**config.mk**
```make
export PLATFORM = sky130hd
export DESIGN_NAME = pcfpa_ctrl
export DESIGN_NICKNAME = d
export VERILOG_FILES = /design/src/sv/pcfpa_pkg.sv /design/src/sv/pcfpa_ctrl.sv
export VERILOG_INCLUDE_DIRS = /design/src /design/src/sv
export SDC_FILE = /design/constraint.sdc
export NUM_CORES = 1
export LEC_CHECK = 0
export BUFFER_PORTS_ARGS = -buffer_cell sky130_fd_sc_hd__buf_2
export CAP_MARGIN = 5
export CORE_AREA = 2 2 39 41
export DETAILED_ROUTE_END_ITERATION = 10
export DIE_AREA = 0 0 41 43
export GPL_ROUTABILITY_DRIVEN = 0
export GPL_TIMING_DRIVEN = 1
export PLACE_DENSITY = 0.31
export SLEW_MARGIN = 5
export SYNTH_ARGS = -nofsm -noshare
export SYNTH_HDL_FRONTEND = slang
export SYNTH_SLANG_ARGS = --single-unit
```
**constraint.sdc**
```tcl
create_clock -name clk -period 0.9 [get_ports clk]
set_input_delay 0.045 -clock clk [delete_from_list [all_inputs] [get_ports clk]]
set_output_delay 0.045 -clock clk [all_outputs]
set_load 0.01 [all_outputs]
```
**src/sv/assert_macros.svh**
```systemverilog
// Assertion macros shared by the allocator RTL.
// Define NO_ASSERTIONS to compile them out; no other dependencies.
`ifndef ASSERT_MACROS_SVH
`define ASSERT_MACROS_SVH

`ifndef NO_ASSERTIONS

`define ASSERT_ALWAYS(name, clk, rst_n, prop, msg) \
    name: assert property (@(posedge clk) disable iff (!rst_n) prop) else $error(msg);

`define ASSERT_NEVER(name, clk, rst_n, expr, msg) \
    name: assert property (@(posedge clk) disable iff (!rst_n) !(expr)) else $error(msg);

`else

`define ASSERT_ALWAYS(name, clk, rst_n, prop, msg)

`define ASSERT_NEVER(name, clk, rst_n, expr, msg)

`endif

`endif

```
**src/sv/pcfpa_pkg.sv**
```systemverilog
// Types, constants and codes of the per-CPU free page allocator.
// No dependencies; imported by every allocator module except the generic pcfpa_ram.
package pcfpa_pkg;

    localparam int NUM_CPUS   = 8;
    localparam int NUM_PAGES  = 4096;
    localparam int PAGE_BYTES = 4096;

    localparam int CPU_W  = $clog2(NUM_CPUS);
    localparam int PAGE_W = $clog2(NUM_PAGES);
    localparam int OFFS_W = $clog2(PAGE_BYTES);
    localparam int LINK_W = PAGE_W + 1;
    localparam int ADDR_W = 24;
    localparam int CFG_W  = 25;

    localparam int PDATA_W   = 32;
    localparam int REG_IDX_W = 1;
    localparam int PADDR_W   = REG_IDX_W + 2;

    localparam logic [CFG_W-1:0] MEM_START_RST = '0;
    localparam logic [CFG_W-1:0] MEM_END_RST   = CFG_W'(1 << ADDR_W);

    typedef enum logic [REG_IDX_W-1:0] {
        REG_MEM_START = 1'b0,
        REG_MEM_END   = 1'b1
    } reg_idx_t;

    typedef enum logic {
        CMD_ALLOC = 1'b0,
        CMD_FREE  = 1'b1
    } cmd_t;

    typedef enum logic [1:0] {
        ST_OK  = 2'd0,
        ST_OOM = 2'd1,
        ST_BAD = 2'd2
    } status_t;

    typedef struct packed {
        cmd_t              cmd;
        logic [CPU_W-1:0]  cpu;
        logic [ADDR_W-1:0] address;
    } req_t;

    typedef struct packed {
        logic [ADDR_W-1:0] page_address;
        status_t           status;
        logic              stolen;
        logic [CPU_W-1:0]  source_cpu;
    } rsp_t;

    typedef struct packed {
        logic accept_free;
        logic pop_start;
        logic oom;
        logic pop_done;
    } ctrl_cmd_t;

    typedef struct packed {
        cmd_t cmd;
        logic any_avail;
    } dp_status_t;

endpackage

```
**src/sv/pcfpa_ctrl.sv**
```systemverilog
// Controller: accepts request beats, sequences the link read, owns rsp_valid.
// Depends on pcfpa_pkg and assert_macros.svh.
`include "assert_macros.svh"

module pcfpa_ctrl
    import pcfpa_pkg::*;
(
    input  logic       clk,
    input  logic       rst_n,
    input  logic       req_valid,
    output logic       req_ready,
    output logic       rsp_valid,
    input  logic       rsp_ready,
    input  dp_status_t status,
    output ctrl_cmd_t  ctl
);

    typedef enum logic {
        S_IDLE,
        S_POP
    } state_t;

    state_t state_reg;
    state_t state_next;
    logic   rsp_valid_reg;
    logic   rsp_valid_next;
    logic   accept;
    logic   load;

    assign req_ready = (state_reg == S_IDLE) && (!rsp_valid_reg || rsp_ready);
    assign accept    = req_valid && req_ready;

    assign ctl.accept_free = accept && (status.cmd == CMD_FREE);
    assign ctl.pop_start   = accept && (status.cmd == CMD_ALLOC) && status.any_avail;
    assign ctl.oom         = accept && (status.cmd == CMD_ALLOC) && !status.any_avail;
    assign ctl.pop_done    = (state_reg == S_POP);

    assign load = ctl.accept_free || ctl.oom || ctl.pop_done;

    always_comb
    begin
        state_next = state_reg;
        unique case (state_reg)
            S_IDLE:  if (ctl.pop_start) state_next = S_POP;
            S_POP:   state_next = S_IDLE;
            default: state_next = S_IDLE;
        endcase
        priority if (load)
        begin
            rsp_valid_next = 1'b1;
        end
        else if (rsp_ready)
        begin
            rsp_valid_next = 1'b0;
        end
        else
        begin
            rsp_valid_next = rsp_valid_reg;
        end
    end

    always_ff @(posedge clk or negedge rst_n)
    begin
        if (!rst_n)
        begin
            state_reg     <= S_IDLE;
            rsp_valid_reg <= 1'b0;
        end
        else
        begin
            state_reg     <= state_next;
            rsp_valid_reg <= rsp_valid_next;
        end
    end

    assign rsp_valid = rsp_valid_reg;

    `ASSERT_ALWAYS(a_pop_one_cycle, clk, rst_n,
        (state_reg == S_POP) |=> (state_reg == S_IDLE), "pop held over")
    `ASSERT_NEVER(a_pop_rsp_free, clk, rst_n,
        (state_reg == S_POP) && rsp_valid_reg, "result slot busy at pop")
    `ASSERT_NEVER(a_no_overwrite, clk, rst_n,
        load && rsp_valid_reg && !rsp_ready, "pending result overwritten")

endmodule

```
; After elaboration in Yosys (flattened, before gate mapping)
; Cells that the tools add are included.
; Widths: inputs -> output; s select.
[totals]
regBits = 2
input_bits = 6
out_inout_bits = 6
[classes]
n_mux = 4
bitwise = 2
reduce_logical = 12
[ops]
columns = cell, count
row1 = $logic_and 1x1->1, 6
row2 = $logic_or 1x1->1, 3
row3 = $mux 1, 3
row4 = $logic_not 1->1, 2
row5 = $not 1->1, 2
row6 = $pmux 1 s2, 1
row7 = $reduce_bool 2->1, 1

; Logic depth before layout (Yosys ltp)
[depth]
depth_word = 9
depth_mapped = 2
depth_no_buf = 2

; Worst setup path before layout
; Ideal clock, no wire load.
[synth_timing]
kind = reg2out
startpoint = register rsp_valid_reg, in the netlist rsp_valid
endpoint = output port ctl[1] in the netlist's numbering
arrival_time_ns = 0.955
setup_slack_ns = -0.100
path_stages_with_launch = 3
path_cell_list = dfrtp_1 -> nor2b_4 -> nor4_1
[synth_rtl]
columns = element, line_no
row1 = "start, declared", pcfpa_ctrl.sv:25  ; logic rsp_valid_reg;
row2 = "start signal, assigned", pcfpa_ctrl.sv:72  ; rsp_valid_reg <= rsp_valid_next;
row3 = "end, declared", pcfpa_ctrl.sv:15  ; output ctrl_cmd_t ctl

==> reports/qor.csv <==
stage,metric,value,unit
clocking,clkLatencyLatePin,0.22,ns
synthesis,synth_compound_area_share,6.25,%
sta,setup_viol,5,
synthesis,synth-xor-area-share,0,%
sta,timing.setup.tns,-1.05,ns
setup_path,worstSetupPathType,register to output port,
global_route,grt_max_degree,6,
sta,skew,0.00160,ns
synthesis,synthTopCellsByArea,"dfrtp_1 36%, nand2b_4 20%, nor2b_4 9.8%",
place,hpwlAfterDp,329,µm
global_route,grt_use_total,6.41,%
sta,hold_viol_final,0,
finish,fin_cells,45,
place,placed_cell_area,234,µm²
synthesis,syn_nets,18,
clocking,clkTransAtPathRegs,0.03,ns
outcome,violations,negative setup slack,
synthesis,yosys.area.top_type_share,35.7,%
sta,rsz0062_at_grt,yes,
sta,fmax,871,MHz
floorplanning,die_area,1760,µm²
floorplanning,fp.dieH,43,µm
sta,worstMarginPinSlew,0.187,ns
power_and_ir_drop,powerDensity,1400,nW/µm²
routing,wl_per_cell,9.40,µm
routing,detail_route.iter0.violations,0,
synthesis,synth-simple-area-share,52.7,%
place,io_buffers,11,
setup_path,cp.required,0.85,ns
sta,finalCritPeriodShare,128,%
power_and_ir_drop,ir_drop,0.361,mV
sta,fin_ws,-0.248,ns
finish,final_nets,37,
clocking,cts_tree,built,
global_route,first_global_vias,167,
sta,slew_violations,0,
floorplanning,ios,12,
routing,vias,159,
finish,multi_input_area,98.8,µm²
hold_path,hold_path.class,input port to register,
clocking,cts-root-buf,clkbuf_4,
sta,fin_crit,1.15,ns
finish,drive_gt1_share,82.8,%
synthesis,syn_inst,12,
synthesis,syn_area_per_cell,11.7,µm²
synthesis,synth_seq_cells,2,
floorplanning,die_w,41,µm
synthesis,yosysTopAreaCell,dfrtp_1,
routing,via_per_inst,3.53,
routing,antenna_left,0,
sta,slew-limit-headroom,87.4,%
floorplanning,rows,14,
place,dp_slack,-0.0226,ns
synthesis,synth_area,140,µm²
power_and_ir_drop,leakage,0.000145,µW
finish,fill_cells,153,
floorplanning,initial_utilization,10.1,%
finish,design_area,289,µm²
routing,routed_wl,423,µm
synthesis,yosysUniqueCellTypes,9,
outcome,outcome,"complete, but fails checks",
setup_path,crit_path_start_kind,register,
synthesis,synth.mux.area_fraction,0,%
clocking,cts-buffers-inserted,3,
routing,firstDrtPassIters,1,
setup_path,path_max_fanout,5,
global_route,antenna_found_initial,0,
synthesis,ys_seq_area_share,35.7,%
floorplanning,core,1380,µm²
clocking,h-tree-depth,1,
routing,drc_errors,0,
flow_run,max_cap_violations,0,
place,placed_cells,40,
finish,syn_to_final_growth,106,%
finish,n_antenna_cell,0,
setup_path,worstPathArrival,1.10,ns
synthesis,synth_warnings,0,
synthesis,synth_top_family_by_area,simple AND/OR/NAND/NOR gates,
global_route,grt_pass1_wl,676,µm
synthesis,synth_fa_ha_area_share,0,%
clocking,clock_sinks,2,
global_route,gr-total-overflow,0,
finish,register_area,50.0,µm²
setup_path,critPathCaptureType,output port,
clocking,clockBufferDepth,2,
[metal layers]
layer	vias to the layer above	share of wire, %	track usage [%]
li1	78	-	-
met1	69	46	6.39
met2	12	40	8.13
met3	0	14	4.71
met4	0	0	6.00
met5	-	0	0
[report_power, final]
group | leakage (µW) | switching [µW] | total (µW) | internal, µW
Clock | 0.0000138 | 50.0 | 197 | 147
Combinational | 0.000107 | 49.5 | 106 | 56.8
Sequential | 0.0000248 | 3.43 | 100 | 97.0
Total | 0.000145 | 103 | 404 | 301
[critical path, stage by stage (launching register included)]
cell and delay, ns:
dfrtp_1 0.36, nor2b_4 0.15, nor4_2 0.20, buf_2 0.17
[through the flow]
step / total power [µW] / utilization [%] / hold slack (ns)
floorplan: 152 / - / -0.251
global placement: 195 / 16.9 / -0.169
detailed placement: 197 / 16.9 / -0.167
CTS: 415 / 20.0 / 0.0840
global route: 440 / 20.9 / 0.0825
finish: 404 / 20.9 / 0.0937
[cells by family (layout without fill, tap and decap cells)]
group	Yosys count	count (layout)
AND/OR/NAND/NOR	8	8
flip-flops	2	2
AO/OA/AOI/OAI	1	1
buffers and inverters	1	18
[cell usage in the layout (no fill, tap or decap)]
cell / count
a211o_1: 1
dfrtp_1: 2
buf_2: 10
nand2b_4: 2
nor3b_2: 1
buf_6: 2
nor4_2: 1
nor2_1: 1
buf_4: 2
nor3_2: 2
nor2b_4: 1
dlygate4sd3_1: 1
clkbuf_4: 3
[area by class of cell]
type | count | area share, %
Sequential cell | 2 | 17.3
Multi-Input combinational cell | 9 | 34.2
Clock buffer | 3 | 7.79
Tap cell | 16 | 6.93
Timing Repair Buffer | 15 | 33.8
[Yosys cell counts]
library cell,instances
nor3_1,2
nor4_1,1
a211o_1,1
nand2b_4,2
nor2_1,1
nor3b_2,1
nor2b_4,1
buf_4,1
dfrtp_1,2
[what timing repair did]
action,4_1_cts,5_1_grt
setup buffers,0,1
endpoints found under the hold margin,2,0
resized for setup,2,1
setup endpoints to repair,6,6
hold buffers,1,0
pin swaps,2,2
[path summary, 6_finish.rpt]
check / end / slack (ns) / startpoint / cells after the start
setup / recovery: ctl[1] / -0.25 / rsp_valid / 3
hold / removal: rsp_valid / 0.09 / req_valid / 2
setup reg to reg: state_reg / 0.01 / rsp_valid / 3
hold reg to reg: rsp_valid / 0.50 / state_reg / 1
max in group asynchronous: state_reg / 0.67 / rst_n / 2
min in group asynchronous: rsp_valid / 0.13 / rst_n / 2
Note: power is estimated with default switching activity, not from simulation.
